**config.mk**
```make
export PLATFORM = sky130hd
export DESIGN_NAME = unsigned_radix_formatter
export DESIGN_NICKNAME = d
export VERILOG_FILES = /design/src/rtl/urf_pkg.sv /design/src/rtl/unsigned_radix_formatter.sv /design/src/rtl/urf_front.sv /design/src/rtl/urf_queue.sv /design/src/rtl/urf_back.sv
export SDC_FILE = /design/constraint.sdc
export NUM_CORES = 1
export LEC_CHECK = 0
export BUFFER_PORTS_ARGS = -buffer_cell sky130_fd_sc_hd__buf_2
export CORE_UTILIZATION = 60
export CTS_BUF_LIST = sky130_fd_sc_hd__clkbuf_2 sky130_fd_sc_hd__clkbuf_4 sky130_fd_sc_hd__clkbuf_8
export CTS_CLUSTER_DIAMETER = 150
export CTS_CLUSTER_SIZE = 24
export DETAILED_ROUTE_END_ITERATION = 16
export PLACE_DENSITY_LB_ADDON = 0.1
export SLEW_MARGIN = 25
export SYNTH_ARGS = -nofsm -noshare
export SYNTH_HDL_FRONTEND = slang
export SYNTH_SLANG_ARGS = --single-unit
```
**constraint.sdc**
```tcl
create_clock -name clk -period 32.1 [get_ports clk]
set_input_delay 4.815 -clock clk [delete_from_list [all_inputs] [get_ports clk]]
set_output_delay 4.815 -clock clk [all_outputs]
set_load 0.01 [all_outputs]
```
**src/rtl/urf_pkg.sv**
```systemverilog
package urf_pkg;

  // Field widths of the ports.
  localparam int CMD_W   = 3;
  localparam int VALUE_W = 64;
  localparam int RADIX_W = 5;
  localparam int LEN_W   = 7;
  localparam int CHAR_W  = 8;
  localparam int DIGIT_W = 4;
  localparam int CFG_IDX_W = 2;

  // Default sizing of the block.
  localparam int DEF_VALUE_BITS = 64;
  localparam int DEF_MAX_WIDTH  = 64;
  localparam int DEF_MAX_RADIX  = 16;

  // Depth of the queue between front and back.
  localparam int QUEUE_DEPTH = 2;

  // Conversion codes.
  localparam logic [CMD_W-1:0] CMD_OCT       = 3'd0;
  localparam logic [CMD_W-1:0] CMD_DEC       = 3'd1;
  localparam logic [CMD_W-1:0] CMD_HEX_LOWER = 3'd2;
  localparam logic [CMD_W-1:0] CMD_HEX_UPPER = 3'd3;
  localparam logic [CMD_W-1:0] CMD_POINTER   = 3'd4;
  localparam logic [CMD_W-1:0] CMD_CUSTOM    = 3'd5;

  // Configuration register indexes.
  localparam logic [CFG_IDX_W-1:0] CFG_SYM_LOW  = 2'd0;
  localparam logic [CFG_IDX_W-1:0] CFG_SYM_HIGH = 2'd1;
  localparam logic [CFG_IDX_W-1:0] CFG_RADIX    = 2'd2;

  // ASCII characters used by the formatter.
  localparam logic [CHAR_W-1:0] CH_NUL     = 8'h00;
  localparam logic [CHAR_W-1:0] CH_SPACE   = 8'h20;
  localparam logic [CHAR_W-1:0] CH_ZERO    = 8'h30;
  localparam logic [CHAR_W-1:0] CH_UPPER_A = 8'h41;
  localparam logic [CHAR_W-1:0] CH_UPPER_X = 8'h58;
  localparam logic [CHAR_W-1:0] CH_LOWER_A = 8'h61;
  localparam logic [CHAR_W-1:0] CH_LOWER_X = 8'h78;

  // One classified conversion as it travels from front to back.
  typedef struct packed {
    logic               err;
    logic               upper;
    logic               custom;
    logic [RADIX_W-1:0] radix;
    logic [LEN_W-1:0]   width;
    logic               lj;
    logic               zp;
    logic [1:0]         np;
    logic [CHAR_W-1:0]  pre1;
  } urf_desc_t;

  // Built-in digit symbols: 0-9 then a-f or A-F.
  function automatic logic [CHAR_W-1:0] digit_char(input logic [DIGIT_W-1:0] idx,
                                                   input logic upper);
    logic [CHAR_W-1:0] base;
    base = upper ? CH_UPPER_A : CH_LOWER_A;
    if (idx < DIGIT_W'(10)) begin
      return CH_ZERO + CHAR_W'(idx);
    end
    return base + CHAR_W'(idx) - CHAR_W'(10);
  endfunction

endpackage

```
**src/rtl/unsigned_radix_formatter.sv**
```systemverilog
// Channel   Handshake                 Payload
// input     start, busy (start&!busy) in_cmd, in_value, in_radix, in_field_width,
//                                     in_left_justify, in_zero_pad, in_alt_prefix
// result    out_valid, one cycle      out_char, out_last, out_total_length, out_error
// config    cfg_valid, cfg_ready      cfg_index, cfg_data
//
// Steps: the back end takes an item from the queue, then works out each digit by a pass
// of byte-wide restoring division over the value, lays the text out and then emits its
// characters. Each character and an error result appear in the cycle after they are formed.
// The receiver cannot stall results; busy rises only when the front stage and queue are
// full. Reset is synchronous, active low, and empties the pipeline and clears the
// configuration registers.
module unsigned_radix_formatter #(
  parameter int VALUE_BITS = urf_pkg::DEF_VALUE_BITS,
  parameter int MAX_WIDTH  = urf_pkg::DEF_MAX_WIDTH,
  parameter int MAX_RADIX  = urf_pkg::DEF_MAX_RADIX
) (
  input  logic                           clk,
  input  logic                           rst_n,
  input  logic                           start,
  output logic                           busy,
  input  logic [urf_pkg::CMD_W-1:0]      in_cmd,
  input  logic [urf_pkg::VALUE_W-1:0]    in_value,
  input  logic [urf_pkg::RADIX_W-1:0]    in_radix,
  input  logic [urf_pkg::LEN_W-1:0]      in_field_width,
  input  logic                           in_left_justify,
  input  logic                           in_zero_pad,
  input  logic                           in_alt_prefix,
  output logic                           out_valid,
  output logic [urf_pkg::CHAR_W-1:0]     out_char,
  output logic                           out_last,
  output logic [urf_pkg::LEN_W-1:0]      out_total_length,
  output logic                           out_error,
  input  logic                           cfg_valid,
  output logic                           cfg_ready,
  input  logic [urf_pkg::CFG_IDX_W-1:0]  cfg_index,
  input  logic [urf_pkg::VALUE_W-1:0]    cfg_data
);

  logic [urf_pkg::VALUE_W-1:0] sym_low_r;
  logic [urf_pkg::VALUE_W-1:0] sym_high_r;
  logic [urf_pkg::RADIX_W-1:0] custom_radix_r;

  logic                        push;
  urf_pkg::urf_desc_t          push_desc;
  logic [VALUE_BITS-1:0]       push_value;
  logic                        q_full;
  logic                        q_pop;
  logic                        q_valid;
  urf_pkg::urf_desc_t          q_desc;
  logic [VALUE_BITS-1:0]       q_value;

  // Configuration registers; writes to an unused index are dropped.
  assign cfg_ready = 1'b1;

  always_ff @(posedge clk) begin
    if (!rst_n) begin
      sym_low_r      <= '0;
      sym_high_r     <= '0;
      custom_radix_r <= '0;
    end else if (cfg_valid && cfg_ready) begin
      unique case (cfg_index)
        urf_pkg::CFG_SYM_LOW:  sym_low_r      <= cfg_data;
        urf_pkg::CFG_SYM_HIGH: sym_high_r     <= cfg_data;
        urf_pkg::CFG_RADIX:    custom_radix_r <= cfg_data[urf_pkg::RADIX_W-1:0];
        default: begin
        end
      endcase
    end
  end

  // Front stage: accept and classify.
  urf_front #(
    .VALUE_BITS(VALUE_BITS),
    .MAX_WIDTH (MAX_WIDTH),
    .MAX_RADIX (MAX_RADIX)
  ) u_front (
    .clk            (clk),
    .rst_n          (rst_n),
    .start          (start),
    .busy           (busy),
    .in_cmd         (in_cmd),
    .in_value       (in_value),
    .in_radix       (in_radix),
    .in_field_width (in_field_width),
    .in_left_justify(in_left_justify),
    .in_zero_pad    (in_zero_pad),
    .in_alt_prefix  (in_alt_prefix),
    .custom_radix   (custom_radix_r),
    .q_full         (q_full),
    .push           (push),
    .push_desc      (push_desc),
    .push_value     (push_value)
  );

  // Queue between the two halves.
  urf_queue #(
    .VALUE_BITS(VALUE_BITS)
  ) u_queue (
    .clk       (clk),
    .rst_n     (rst_n),
    .push      (push),
    .push_desc (push_desc),
    .push_value(push_value),
    .full      (q_full),
    .pop       (q_pop),
    .pop_valid (q_valid),
    .pop_desc  (q_desc),
    .pop_value (q_value)
  );

  // Back end: digit generation and character output.
  urf_back #(
    .VALUE_BITS(VALUE_BITS),
    .MAX_WIDTH (MAX_WIDTH)
  ) u_back (
    .clk             (clk),
    .rst_n           (rst_n),
    .q_valid         (q_valid),
    .q_desc          (q_desc),
    .q_value         (q_value),
    .q_pop           (q_pop),
    .sym_low         (sym_low_r),
    .sym_high        (sym_high_r),
    .out_valid       (out_valid),
    .out_char        (out_char),
    .out_last        (out_last),
    .out_total_length(out_total_length),
    .out_error       (out_error)
  );

endmodule

```
**src/rtl/urf_front.sv**
```systemverilog
module urf_front #(
  parameter int VALUE_BITS = urf_pkg::DEF_VALUE_BITS,
  parameter int MAX_WIDTH  = urf_pkg::DEF_MAX_WIDTH,
  parameter int MAX_RADIX  = urf_pkg::DEF_MAX_RADIX
) (
  input  logic                         clk,
  input  logic                         rst_n,
  input  logic                         start,
  output logic                         busy,
  input  logic [urf_pkg::CMD_W-1:0]    in_cmd,
  input  logic [urf_pkg::VALUE_W-1:0]  in_value,
  input  logic [urf_pkg::RADIX_W-1:0]  in_radix,
  input  logic [urf_pkg::LEN_W-1:0]    in_field_width,
  input  logic                         in_left_justify,
  input  logic                         in_zero_pad,
  input  logic                         in_alt_prefix,
  input  logic [urf_pkg::RADIX_W-1:0]  custom_radix,
  input  logic                         q_full,
  output logic                         push,
  output urf_pkg::urf_desc_t           push_desc,
  output logic [VALUE_BITS-1:0]        push_value
);

  logic                         hold_r;
  urf_pkg::urf_desc_t           desc_r;
  urf_pkg::urf_desc_t           desc_nxt;
  logic [VALUE_BITS-1:0]        value_r;
  logic                         accept;
  logic                         value_nz;
  logic                         want_pre;
  logic [urf_pkg::RADIX_W-1:0]  radix_eff;
  logic                         cmd_bad;

  // The holding stage frees up in the same cycle that it hands its item on.
  assign push   = hold_r && !q_full;
  assign busy   = hold_r && q_full;
  assign accept = start && !busy;

  assign push_desc  = desc_r;
  assign push_value = value_r;

  // Classify the incoming conversion.
  assign value_nz  = |in_value[VALUE_BITS-1:0];
  assign want_pre  = (in_cmd == urf_pkg::CMD_POINTER) || (in_alt_prefix && value_nz);
  assign radix_eff = (in_cmd == urf_pkg::CMD_CUSTOM) ? custom_radix : in_radix;

  always_comb begin
    cmd_bad        = 1'b0;
    desc_nxt.np    = 2'd0;
    desc_nxt.pre1  = urf_pkg::CH_LOWER_X;
    desc_nxt.upper = 1'b0;
    desc_nxt.custom = 1'b0;
    unique case (in_cmd) inside
      urf_pkg::CMD_OCT: begin
        desc_nxt.np = want_pre ? 2'd1 : 2'd0;
      end
      urf_pkg::CMD_DEC: begin
        desc_nxt.np = 2'd0;
      end
      urf_pkg::CMD_HEX_LOWER, urf_pkg::CMD_POINTER: begin
        desc_nxt.np = want_pre ? 2'd2 : 2'd0;
      end
      urf_pkg::CMD_HEX_UPPER: begin
        desc_nxt.np    = want_pre ? 2'd2 : 2'd0;
        desc_nxt.pre1  = urf_pkg::CH_UPPER_X;
        desc_nxt.upper = 1'b1;
      end
      urf_pkg::CMD_CUSTOM: begin
        desc_nxt.custom = 1'b1;
      end
      default: begin
        cmd_bad = 1'b1;
      end
    endcase
    desc_nxt.err   = cmd_bad || (radix_eff < urf_pkg::RADIX_W'(2)) ||
                     (radix_eff > urf_pkg::RADIX_W'(MAX_RADIX));
    desc_nxt.radix = radix_eff;
    desc_nxt.width = (in_field_width > urf_pkg::LEN_W'(MAX_WIDTH)) ?
                     urf_pkg::LEN_W'(MAX_WIDTH) : in_field_width;
    desc_nxt.lj    = in_left_justify;
    desc_nxt.zp    = in_zero_pad;
  end

  // Holding stage occupancy.
  always_ff @(posedge clk) begin
    if (!rst_n) begin
      hold_r <= 1'b0;
    end else if (accept) begin
      hold_r <= 1'b1;
    end else if (push) begin
      hold_r <= 1'b0;
    end
  end

  // Holding stage payload.
  always_ff @(posedge clk) begin
    if (accept) begin
      desc_r  <= desc_nxt;
      value_r <= in_value[VALUE_BITS-1:0];
    end
  end

endmodule

```
**src/rtl/urf_queue.sv**
```systemverilog
module urf_queue #(
  parameter int VALUE_BITS = urf_pkg::DEF_VALUE_BITS
) (
  input  logic                  clk,
  input  logic                  rst_n,
  input  logic                  push,
  input  urf_pkg::urf_desc_t    push_desc,
  input  logic [VALUE_BITS-1:0] push_value,
  output logic                  full,
  input  logic                  pop,
  output logic                  pop_valid,
  output urf_pkg::urf_desc_t    pop_desc,
  output logic [VALUE_BITS-1:0] pop_value
);

  localparam int DEPTH = urf_pkg::QUEUE_DEPTH;
  localparam int PTR_W = (DEPTH > 1) ? $clog2(DEPTH) : 1;
  localparam int CNT_W = $clog2(DEPTH + 1);

  urf_pkg::urf_desc_t    desc_r  [DEPTH];
  logic [VALUE_BITS-1:0] value_r [DEPTH];
  logic [PTR_W-1:0]      wr_ptr_r;
  logic [PTR_W-1:0]      rd_ptr_r;
  logic [CNT_W-1:0]      cnt_r;

  assign full      = (cnt_r == CNT_W'(DEPTH));
  assign pop_valid = (cnt_r != '0);
  assign pop_desc  = desc_r[rd_ptr_r];
  assign pop_value = value_r[rd_ptr_r];

  // Pointers and fill count.
  always_ff @(posedge clk) begin
    if (!rst_n) begin
      wr_ptr_r <= '0;
      rd_ptr_r <= '0;
      cnt_r    <= '0;
    end else begin
      if (push) begin
        wr_ptr_r <= (wr_ptr_r == PTR_W'(DEPTH - 1)) ? '0 : wr_ptr_r + 1'b1;
      end
      if (pop) begin
        rd_ptr_r <= (rd_ptr_r == PTR_W'(DEPTH - 1)) ? '0 : rd_ptr_r + 1'b1;
      end
      if (push && !pop) begin
        cnt_r <= cnt_r + 1'b1;
      end else if (pop && !push) begin
        cnt_r <= cnt_r - 1'b1;
      end
    end
  end

  // Entry storage.
  always_ff @(posedge clk) begin
    if (push) begin
      desc_r[wr_ptr_r]  <= push_desc;
      value_r[wr_ptr_r] <= push_value;
    end
  end

endmodule

```
**src/rtl/urf_back.sv**
```systemverilog
module urf_back #(
  parameter int VALUE_BITS = urf_pkg::DEF_VALUE_BITS,
  parameter int MAX_WIDTH  = urf_pkg::DEF_MAX_WIDTH
) (
  input  logic                         clk,
  input  logic                         rst_n,
  input  logic                         q_valid,
  input  urf_pkg::urf_desc_t           q_desc,
  input  logic [VALUE_BITS-1:0]        q_value,
  output logic                         q_pop,
  input  logic [urf_pkg::VALUE_W-1:0]  sym_low,
  input  logic [urf_pkg::VALUE_W-1:0]  sym_high,
  output logic                         out_valid,
  output logic [urf_pkg::CHAR_W-1:0]   out_char,
  output logic                         out_last,
  output logic [urf_pkg::LEN_W-1:0]    out_total_length,
  output logic                         out_error
);

  localparam int DIV_BYTES = (VALUE_BITS + 7) / 8;
  localparam int DIV_BITS  = DIV_BYTES * 8;
  localparam int BC_W      = (DIV_BYTES > 1) ? $clog2(DIV_BYTES) : 1;
  localparam int LEN_W     = urf_pkg::LEN_W;
  localparam int DIGIT_W   = urf_pkg::DIGIT_W;
  localparam int CHAR_W    = urf_pkg::CHAR_W;
  localparam int RADIX_W   = urf_pkg::RADIX_W;

  typedef enum logic [3:0] {
    B_IDLE  = 4'b0001,
    B_DIV   = 4'b0010,
    B_SETUP = 4'b0100,
    B_EMIT  = 4'b1000
  } back_state_t;

  back_state_t                          state_r;
  urf_pkg::urf_desc_t                   desc_r;
  logic [DIV_BITS-1:0]                  work_r;
  logic [DIV_BITS-1:0]                  work_nxt;
  logic [DIGIT_W-1:0]                   rem_r;
  logic [DIGIT_W-1:0]                   rem_nxt;
  logic [BC_W-1:0]                      byte_cnt_r;
  logic                                 qnz_r;
  logic [LEN_W-1:0]                     nd_r;
  logic [VALUE_BITS-1:0][DIGIT_W-1:0]   dig_r;
  logic [LEN_W-1:0]                     lead_r;
  logic [LEN_W-1:0]                     pre_r;
  logic [LEN_W-1:0]                     zero_r;
  logic [LEN_W-1:0]                     dig_end_r;
  logic [LEN_W-1:0]                     emit_r;
  logic [LEN_W-1:0]                     pos_r;
  logic                                 out_valid_r;
  logic [CHAR_W-1:0]                    out_char_r;
  logic                                 out_last_r;
  logic [LEN_W-1:0]                     out_len_r;
  logic                                 out_error_r;

  logic [7:0]                           quo_byte;
  logic                                 pass_done;
  logic                                 quo_nz;
  logic [LEN_W-1:0]                     size;
  logic [LEN_W-1:0]                     total;
  logic [LEN_W-1:0]                     pad;
  logic [LEN_W-1:0]                     lead;
  logic [LEN_W-1:0]                     zeros;
  logic [CHAR_W-1:0]                    emit_char;
  logic                                 in_digits;
  logic                                 emit_last;
  logic [DIGIT_W-1:0]                   top_digit;
  logic [2*urf_pkg::VALUE_W-1:0]        sym_all;

  assign q_pop            = (state_r == B_IDLE) && q_valid;
  assign out_valid        = out_valid_r;
  assign out_char         = out_char_r;
  assign out_last         = out_last_r;
  assign out_total_length = out_len_r;
  assign out_error        = out_error_r;

  // Eight restoring division steps per cycle on the top byte of the dividend.
  always_comb begin
    logic [7:0]         top_byte;
    logic [RADIX_W-1:0] trial;
    logic [DIGIT_W-1:0] rem;
    top_byte = work_r[DIV_BITS-1 -: 8];
    rem      = rem_r;
    quo_byte = '0;
    for (int k = 7; k >= 0; k--) begin
      trial = {rem, top_byte[k]};
      if (trial >= desc_r.radix) begin
        trial       = trial - desc_r.radix;
        quo_byte[k] = 1'b1;
      end
      rem = trial[DIGIT_W-1:0];
    end
    rem_nxt  = rem;
    work_nxt = (work_r << 8) | DIV_BITS'(quo_byte);
  end

  assign pass_done = (byte_cnt_r == BC_W'(DIV_BYTES - 1));
  assign quo_nz    = qnz_r || (|quo_byte);

  // Layout of the text: leading spaces, prefix, zeros, digits, trailing spaces.
  always_comb begin
    size  = nd_r + LEN_W'(desc_r.np);
    total = (size > desc_r.width) ? size : desc_r.width;
    pad   = total - size;
    lead  = (!desc_r.lj && !desc_r.zp) ? pad : '0;
    zeros = (!desc_r.lj &&  desc_r.zp) ? pad : '0;
  end

  // Character at the current position.
  assign sym_all   = {sym_high, sym_low};
  assign top_digit = dig_r[VALUE_BITS-1];

  always_comb begin
    in_digits = 1'b0;
    if (pos_r < lead_r) begin
      emit_char = urf_pkg::CH_SPACE;
    end else if (pos_r < pre_r) begin
      emit_char = (pos_r == lead_r) ? urf_pkg::CH_ZERO : desc_r.pre1;
    end else if (pos_r < zero_r) begin
      emit_char = urf_pkg::CH_ZERO;
    end else if (pos_r < dig_end_r) begin
      in_digits = 1'b1;
      emit_char = desc_r.custom ? sym_all[{top_digit, 3'b000} +: CHAR_W] :
                  urf_pkg::digit_char(top_digit, desc_r.upper);
    end else begin
      emit_char = urf_pkg::CH_SPACE;
    end
  end

  assign emit_last = (pos_r + 1'b1 == emit_r);

  // Sequencer and result strobe.
  always_ff @(posedge clk) begin
    if (!rst_n) begin
      state_r     <= B_IDLE;
      out_valid_r <= 1'b0;
    end else begin
      out_valid_r <= 1'b0;
      unique case (state_r)
        B_IDLE: begin
          if (q_valid) begin
            if (q_desc.err) begin
              out_valid_r <= 1'b1;
            end else begin
              state_r <= B_DIV;
            end
          end
        end
        B_DIV: begin
          if (pass_done && !quo_nz) begin
            state_r <= B_SETUP;
          end
        end
        B_SETUP: begin
          state_r <= B_EMIT;
        end
        B_EMIT: begin
          out_valid_r <= 1'b1;
          if (emit_last) begin
            state_r <= B_IDLE;
          end
        end
        default: begin
          state_r <= B_IDLE;
        end
      endcase
    end
  end

  // Datapath registers.
  always_ff @(posedge clk) begin
    unique case (state_r)
      B_IDLE: begin
        if (q_valid) begin
          desc_r      <= q_desc;
          work_r      <= DIV_BITS'(q_value);
          rem_r       <= '0;
          byte_cnt_r  <= '0;
          qnz_r       <= 1'b0;
          nd_r        <= '0;
          out_char_r  <= urf_pkg::CH_NUL;
          out_last_r  <= 1'b1;
          out_len_r   <= '0;
          out_error_r <= 1'b1;
        end
      end
      B_DIV: begin
        work_r <= work_nxt;
        if (pass_done) begin
          dig_r      <= {rem_nxt, dig_r[VALUE_BITS-1:1]};
          nd_r       <= nd_r + 1'b1;
          rem_r      <= '0;
          byte_cnt_r <= '0;
          qnz_r      <= 1'b0;
        end else begin
          rem_r      <= rem_nxt;
          byte_cnt_r <= byte_cnt_r + 1'b1;
          qnz_r      <= quo_nz;
        end
      end
      B_SETUP: begin
        lead_r    <= lead;
        pre_r     <= lead + LEN_W'(desc_r.np);
        zero_r    <= lead + LEN_W'(desc_r.np) + zeros;
        dig_end_r <= lead + LEN_W'(desc_r.np) + zeros + nd_r;
        emit_r    <= (total > LEN_W'(MAX_WIDTH)) ? LEN_W'(MAX_WIDTH) : total;
        pos_r     <= '0;
      end
      B_EMIT: begin
        out_char_r  <= emit_char;
        out_last_r  <= emit_last;
        out_len_r   <= emit_last ? emit_r : '0;
        out_error_r <= 1'b0;
        pos_r       <= pos_r + 1'b1;
        if (in_digits) begin
          dig_r <= {dig_r[VALUE_BITS-2:0], DIGIT_W'(0)};
        end
      end
      default: begin
      end
    endcase
  end

`ifndef SYNTH
  // With nothing to start, the idle sequencer produces no result.
  a_idle_quiet: assert property (@(posedge clk) disable iff (!rst_n)
    (state_r == B_IDLE && !q_valid) |=> !out_valid_r)
    else $error("result strobe without work");

  // No characters are shown while digits are still being worked out.
  a_div_quiet: assert property (@(posedge clk) disable iff (!rst_n)
    (state_r == B_DIV) |-> !out_valid_r)
    else $error("result strobe during division");

  // An error result stands alone and carries no character.
  a_err_form: assert property (@(posedge clk) disable iff (!rst_n)
    (out_valid_r && out_error_r) |-> (out_last_r && out_char_r == urf_pkg::CH_NUL &&
                                      out_len_r == '0))
    else $error("malformed error result");

  // The queue is drained only when the back end is free.
  a_pop_idle: assert property (@(posedge clk) disable iff (!rst_n)
    q_pop |=> (state_r == B_IDLE || state_r == B_DIV))
    else $error("queue popped while busy");
`endif

endmodule

```
[Word level (Yosys, flattened, before mapping)]
Memories as Yosys holds them, arrays and structs flattened. A register that Yosys moved wholly into a read port is not among the register bits.
Cells that the tools add are included.
W data, S select, Z words.
Storage, ports and cells
  bits in registers: 654
  bits in writable memories: 182
  input port bits: 152
  output and inout port bits: 20
  logic and storage cells: 305
  memories: 2
Memories
  u_queue.value_r: depth 2, bits a word 64, read ports 1, clocked after Yosys merged registers in 1, wr ports 1, line urf_queue.sv:21  | logic [VALUE_BITS-1:0] value_r [DEPTH];
  u_queue.desc_r: depth 2, bits a word 27, read ports 1, clocked after Yosys merged registers in 1, wr ports 1, line urf_queue.sv:20  | urf_pkg::urf_desc_t desc_r [DEPTH];
Operators by class
  $add $sub $neg: 23
  $lt $le $gt $ge: 18
  eq/ne operators: 21
  shifts and indexed selects: 1
  mux-type cells: 90
  bitwise gates (word level): 1
  reduce and logical (&&, ||, !) cells: 43
Operator list (count)
  $mux W256: 2
  $pmux W256 S2: 1
  $pmux W64 S2: 1
  $shiftx A128 B8 Y8: 1
  $mux W8: 9
  $mux W64: 1
  $or A64 B8 Y64: 1
  $reduce_or A64 Y1: 1
  $mux W4: 14
  $mux W7: 6
  $pmux W7 S2: 3
  $ge A5 B5 Y1: 8
  $mux W1: 36
  $sub A4 B4 Y4: 8
  $lt A7 B7 Y1: 4
  $pmux W4 S4: 1
  $pmux W8 S2: 1
  $add A7 B1 Y7 const B: 2
  $add A7 B2 Y7: 2
  $add A7 B7 Y7: 2
  $eq A7 B7 Y1: 2
  $gt A7 B7 Y1 const B: 2
  $reduce_bool A2 Y1: 7
  $mux W6: 2
  41 further kinds: 80

[Longest topological paths before layout]
  depth after elaboration: 22
  gate-level depth with buffers: 54
  gate-level depth less buffers: 54

[Cells and area by module]
A second synthesis with hierarchy kept.
Unflattened totals
  cells, all modules: 3087
  area, all modules: 36925.4 um^2
Modules (own cells, without submodules)
  urf_back: times used 1, cells an instance 2130, area each 22103.7 um^2, sequential area each 12712.2 um^2
  urf_queue: times used 1, cells an instance 305, area each 6820.3 um^2, sequential area each 5565.3 um^2
  unsigned_radix_formatter: times used 1, cells an instance 504, area each 5024.8 um^2, sequential area each 2662.6 um^2
  urf_front: times used 1, cells an instance 148, area each 2976.6 um^2, sequential area each 2542.4 um^2

[Worst setup path before layout]
Ideal clock, no wire load.
  kind: reg2reg
  start point: register u_back.pos_r[1]
  end point: register u_back.dig_r[0] in the netlist's numbering (enable)
  library setup time: 958 ps
  data arrival time: 13873 ps
  required time: 31142 ps
  slack: 17269 ps
  cell stages (with the launch flop): 9
  buffers on the path: 0
  period minus slack after synthesis: 14831 ps
  cell sequence: edfxtp_1 ha_1 a21o_1 a21oi_1 o21a_1 o21ai_1 nor3_1 nand2_1 a21oi_1
Between the ends
  longest elaborated chain between the ends: 7
  elaborated cells on any way between the ends: 10
  those cells by class: 4 x order compare; 1 x eq/ne; 4 x mux; 1 x reduce/logical
Ends and longest elaborated chain
  start: declaration: line urf_back.sv:50  | logic [LEN_W-1:0] pos_r;
  start signal: assignment: line urf_back.sv:215  | pos_r <= pos_r + 1'b1;
  $lt A7 B7 Y1: line urf_back.sv:122  | end else if (pos_r < dig_end_r) begin
  $mux W1: line urf_back.sv:122
  $mux W1: line urf_back.sv:120  | end else if (pos_r < zero_r) begin
  $mux W1: line urf_back.sv:118  | end else if (pos_r < pre_r) begin
  $mux W1 *: line urf_back.sv:116  | if (pos_r < lead_r) begin
  $ne A2 B1 Y1 (no source line) *
  $reduce_and A3 Y1 (no source line) *
  end signal: assignment: line urf_back.sv:191  | dig_r <= {rem_nxt, dig_r[VALUE_BITS-1:1]};
  end signal: assignment: line urf_back.sv:217  | dig_r <= {dig_r[VALUE_BITS-2:0], DIGIT_W'(0)};
  end: declaration: line urf_back.sv:44  | logic [VALUE_BITS-1:0][DIGIT_W-1:0] dig_r;
Every way passes the cells marked *; elsewhere a longest branch is shown, timed or not.
A chain may end at the register's enable or synchronous reset.

[Final worst setup path]
  start point: register u_back.desc_r[20] in the netlist's numbering
  end point: register u_back.qnz_r, data pin
Between the ends
  longest elaborated chain between the ends: 20
  elaborated cells on any way between the ends: 34
  those cells by class: 7 x add/sub; 8 x order compare; 17 x mux; 2 x reduce/logical
Ends and longest elaborated chain
  start: declaration: line urf_back.sv:36  | urf_pkg::urf_desc_t desc_r;
  start signal: assignment: line urf_back.sv:176  | desc_r <= q_desc;
  $sub A4 B4 Y4 / $ge A5 B5 Y1 (equally long branches): line urf_back.sv:89, urf_back.sv:88
  $mux W4: line urf_back.sv:88  | if (trial >= desc_r.radix) begin
  $sub A4 B4 Y4 / $ge A5 B5 Y1 (equally long branches): line urf_back.sv:89, urf_back.sv:88
  $mux W4: line urf_back.sv:88
  $sub A4 B4 Y4 / $ge A5 B5 Y1 (equally long branches): line urf_back.sv:89, urf_back.sv:88
  $mux W4: line urf_back.sv:88
  $ge A5 B5 Y1 / $sub A4 B4 Y4 (equally long branches): line urf_back.sv:88, urf_back.sv:89
  $mux W4: line urf_back.sv:88
  [... 4 more ...]
  $sub A4 B4 Y4 / $ge A5 B5 Y1 (equally long branches): line urf_back.sv:89, urf_back.sv:88
  $mux W4: line urf_back.sv:88
  $ge A5 B5 Y1: line urf_back.sv:88
  $mux W1: line urf_back.sv:88
  $reduce_or A8 Y1 *: line urf_back.sv:99  | assign quo_nz = qnz_r || (|quo_byte);
  $logic_or A1 B1 Y1 *: line urf_back.sv:99
  $mux W1 *: line urf_back.sv:190  | if (pass_done) begin
  $pmux W1 S2 *: line urf_back.sv:173  | unique case (state_r)
  end signal: assignment: line urf_back.sv:199  | qnz_r <= quo_nz;
  end: declaration: line urf_back.sv:42  | logic qnz_r;
Marks and branches as above.

==> run metrics <==
worst clock skew 0.03047 ns; fmax 0.07341 GHz; cell count after synthesis 3,049; Cell Area, Synth 0.03552 sq mm; H-tree Lvls 2; post-layout minimum cycle time 13.62 ns; CTS resizes 0; required time of the critical path 32.51 ns; die extent in x 245.3 um; most common cell after layout, fill and taps aside nand2_1; Row Count 88; status complete, no violations; final setup vio count 0; number of remaining DRC errors 0; Final Max Tran Viols 0; Die Ht 245.3 um; vias in the first global route 21,290; CTS tree built; Worst-Margin Slew 0.9901 ns; Synth top area share 56.23%; CP Capture Type flip-flop; EDFF count, synth 665; port bufs 170; total grt overflow 0; synthesized net count 3,314; full die area 0.06017 sq mm; final WL 69,570 um; final hold violation count 0; Num CTS Buffers 39; via count 21,820; Setup CP Type flip-flop to flip-flop; GRT Total Usage 23.40%; delay of the slowest critical-path stage 0.74 ns; # IOs 172; asr flop ratio synth 0%; Mapped Avg Cell Area 11.65 sq um; number of placed instances, taps included 3,861; worst-skew pair later-pin latency 0.68 ns; Final Util 65.08%; CP arrival 14.03 ns; Area Overhead vs Synth 6.539%; Post CTS Setup Buffer Count 0; Slew HR 33.99%; most frequent cells in the layout nand2_1 (1,105), edfxtp_1 (665), buf_2 (169), dfxtp_1 (143), a21boi_1 (124); global-route wire length before repair 111,200 um; Post-DRT Antenna Nets 0; worst-path maximum fanout 10; CP Launch Type flip-flop; largest net degree at the start of global routing 178; cts hold-fix bufs 0; nets@finish 3,403; DP Wirelength 46,170 um; Synth area leaders edfxtp_1 (56%), nand2_1 (12%), dfxtp_1 (8.1%); flops & latches, synth 809; wire per inst 17.67 um; RSZ-0062 raised after global routing no; Synth cell types 67; total negative slack 0 ns; CTS root buffer clkbuf_8; drt pass-1 iters 7; layout cells sized above 1 11.36%; post-synthesis sequential area ratio 64.34%; DR iter-0 viols 1,696; Tcrit/Tclk final 42.43%; Synth Warn # 0; Placer Congestion 0.8261; clock transition at the registers of the reported paths 0.16 ns; initial core utilization 61.09%; clk buf depth 3; Crit-path slowest cell edfxtp_1; cell taking the most area after synthesis edfxtp_1; Post-synth top flop edfxtp_1; Max-Cap Viols 0; Vias/cell 5.543; initial antenna violation count 21; Worst Hold Class flip-flop to flip-flop; Clock Sink Count 809; non-filler cells in the finished layout 3,937; core area 0.05814 sq mm
state kept, by name (all words and copies together) (netlist names), 8 cells and up, named ones only:
name                count
u_queue.value_r       128
u_back.work_r          64
u_back.desc_r          19
u_front.push_value     64
u_front.push_desc      20
sym_low_r              64
sym_high_r             64
u_queue.desc_r         40
u_back.out_char         8
u_back.dig_r          252
routing by layer:
layer  vias to the layer above  share of wire (%)  global-route usage [%]
li1                      10700                  -                       -
met1                     10600                 46                   32.86
met2                       411                 48                   38.25
met3                        89                5.0                   3.972
met4                        18                1.8                   5.551
met5                         -               0.15                       0
critical path, delay by kind of cell, from the launching register on:
kind                     cells  cell delay, ns
AO/OA/AOI/OAI               20            4.54
adder cells (fa/ha/maj)      8            2.26
buffers and inverters        5            0.70
flip-flops                   1            0.74
multiplexers                 6            2.46
AND/OR/NAND/NOR             12            2.63
per-stage QoR:
| stage | instance area, sq um | setup WS, ns | hold slack [ns] |
|---|---|---|---|
| 5_1_grt | 37820 | 16.99 | 0.4597 |
| 3_5_place_dp | 37030 | 18.18 | 0.4290 |
| 3_3_place_gp | 37030 | 18.44 | 0.4226 |
| 6_report | 37840 | 18.48 | 0.4537 |
| 2_1_floorplan | 35520 | 17.27 | 0.4215 |
| 4_1_cts | 37770 | 18.09 | 0.4471 |
worst paths after layout:
path                          from              endpoint  slack (ns)  cells after the start
max              u_back.desc_r[20]          u_back.qnz_r       18.48                     51
max reg2reg      u_back.desc_r[20]          u_back.qnz_r       18.48                     51
min          u_front.push_desc[11]  u_queue.desc_r[0][9]        0.45                      0
min reg2reg  u_front.push_desc[11]  u_queue.desc_r[0][9]        0.45                      0
cell families (layout without fill, tap and decap cells):
logic type / Yosys count / in the layout / synth area share [%]
compound gates: 364 / 364 / 6.546
mux: 154 / 154 / 5.852
other cells: 1 / 12 / 0.01056
buf+inv: 233 / 345 / 2.491
simple gates: 1316 / 1316 / 14.99
xor+xnor: 59 / 59 / 1.515
flops: 809 / 809 / 64.34
fa+ha+maj: 113 / 113 / 4.256
cells in the mapped netlist (13+ instances only):
master and n:
xor2_1 22, inv_1 87, nor2b_1 30, mux4_2 38, a211oi_1 13, fa_1 13, nand2_1 1106, clkbuf_1 131
ha_1 100, a21boi_1 124, o21ai_0 83, mux2i_1 76, o21ai_1 19, a21o_1 22, nor4_1 19, nor2_1 70
and2_1 20, a21oi_1 65, xnor2_1 35, mux2_2 38, edfxtp_1 665, dfxtp_1 144
cell type report:
type	instances	area (sq um)
Fill cell	4423	20300
Multi-Input combinational cell	2007	11850
Sequential cell	809	22860
Antenna cell	11	27.53
Clock inverter	3	25.02
Inverter	89	339.1
Timing Repair Buffer	192	1079
Tap cell	765	957.2
Clock buffer	61	708.2
Power is left out: the tool's default activity adds up to more than one toggle a clock period on the data nets, which glitch-free logic cannot reach.
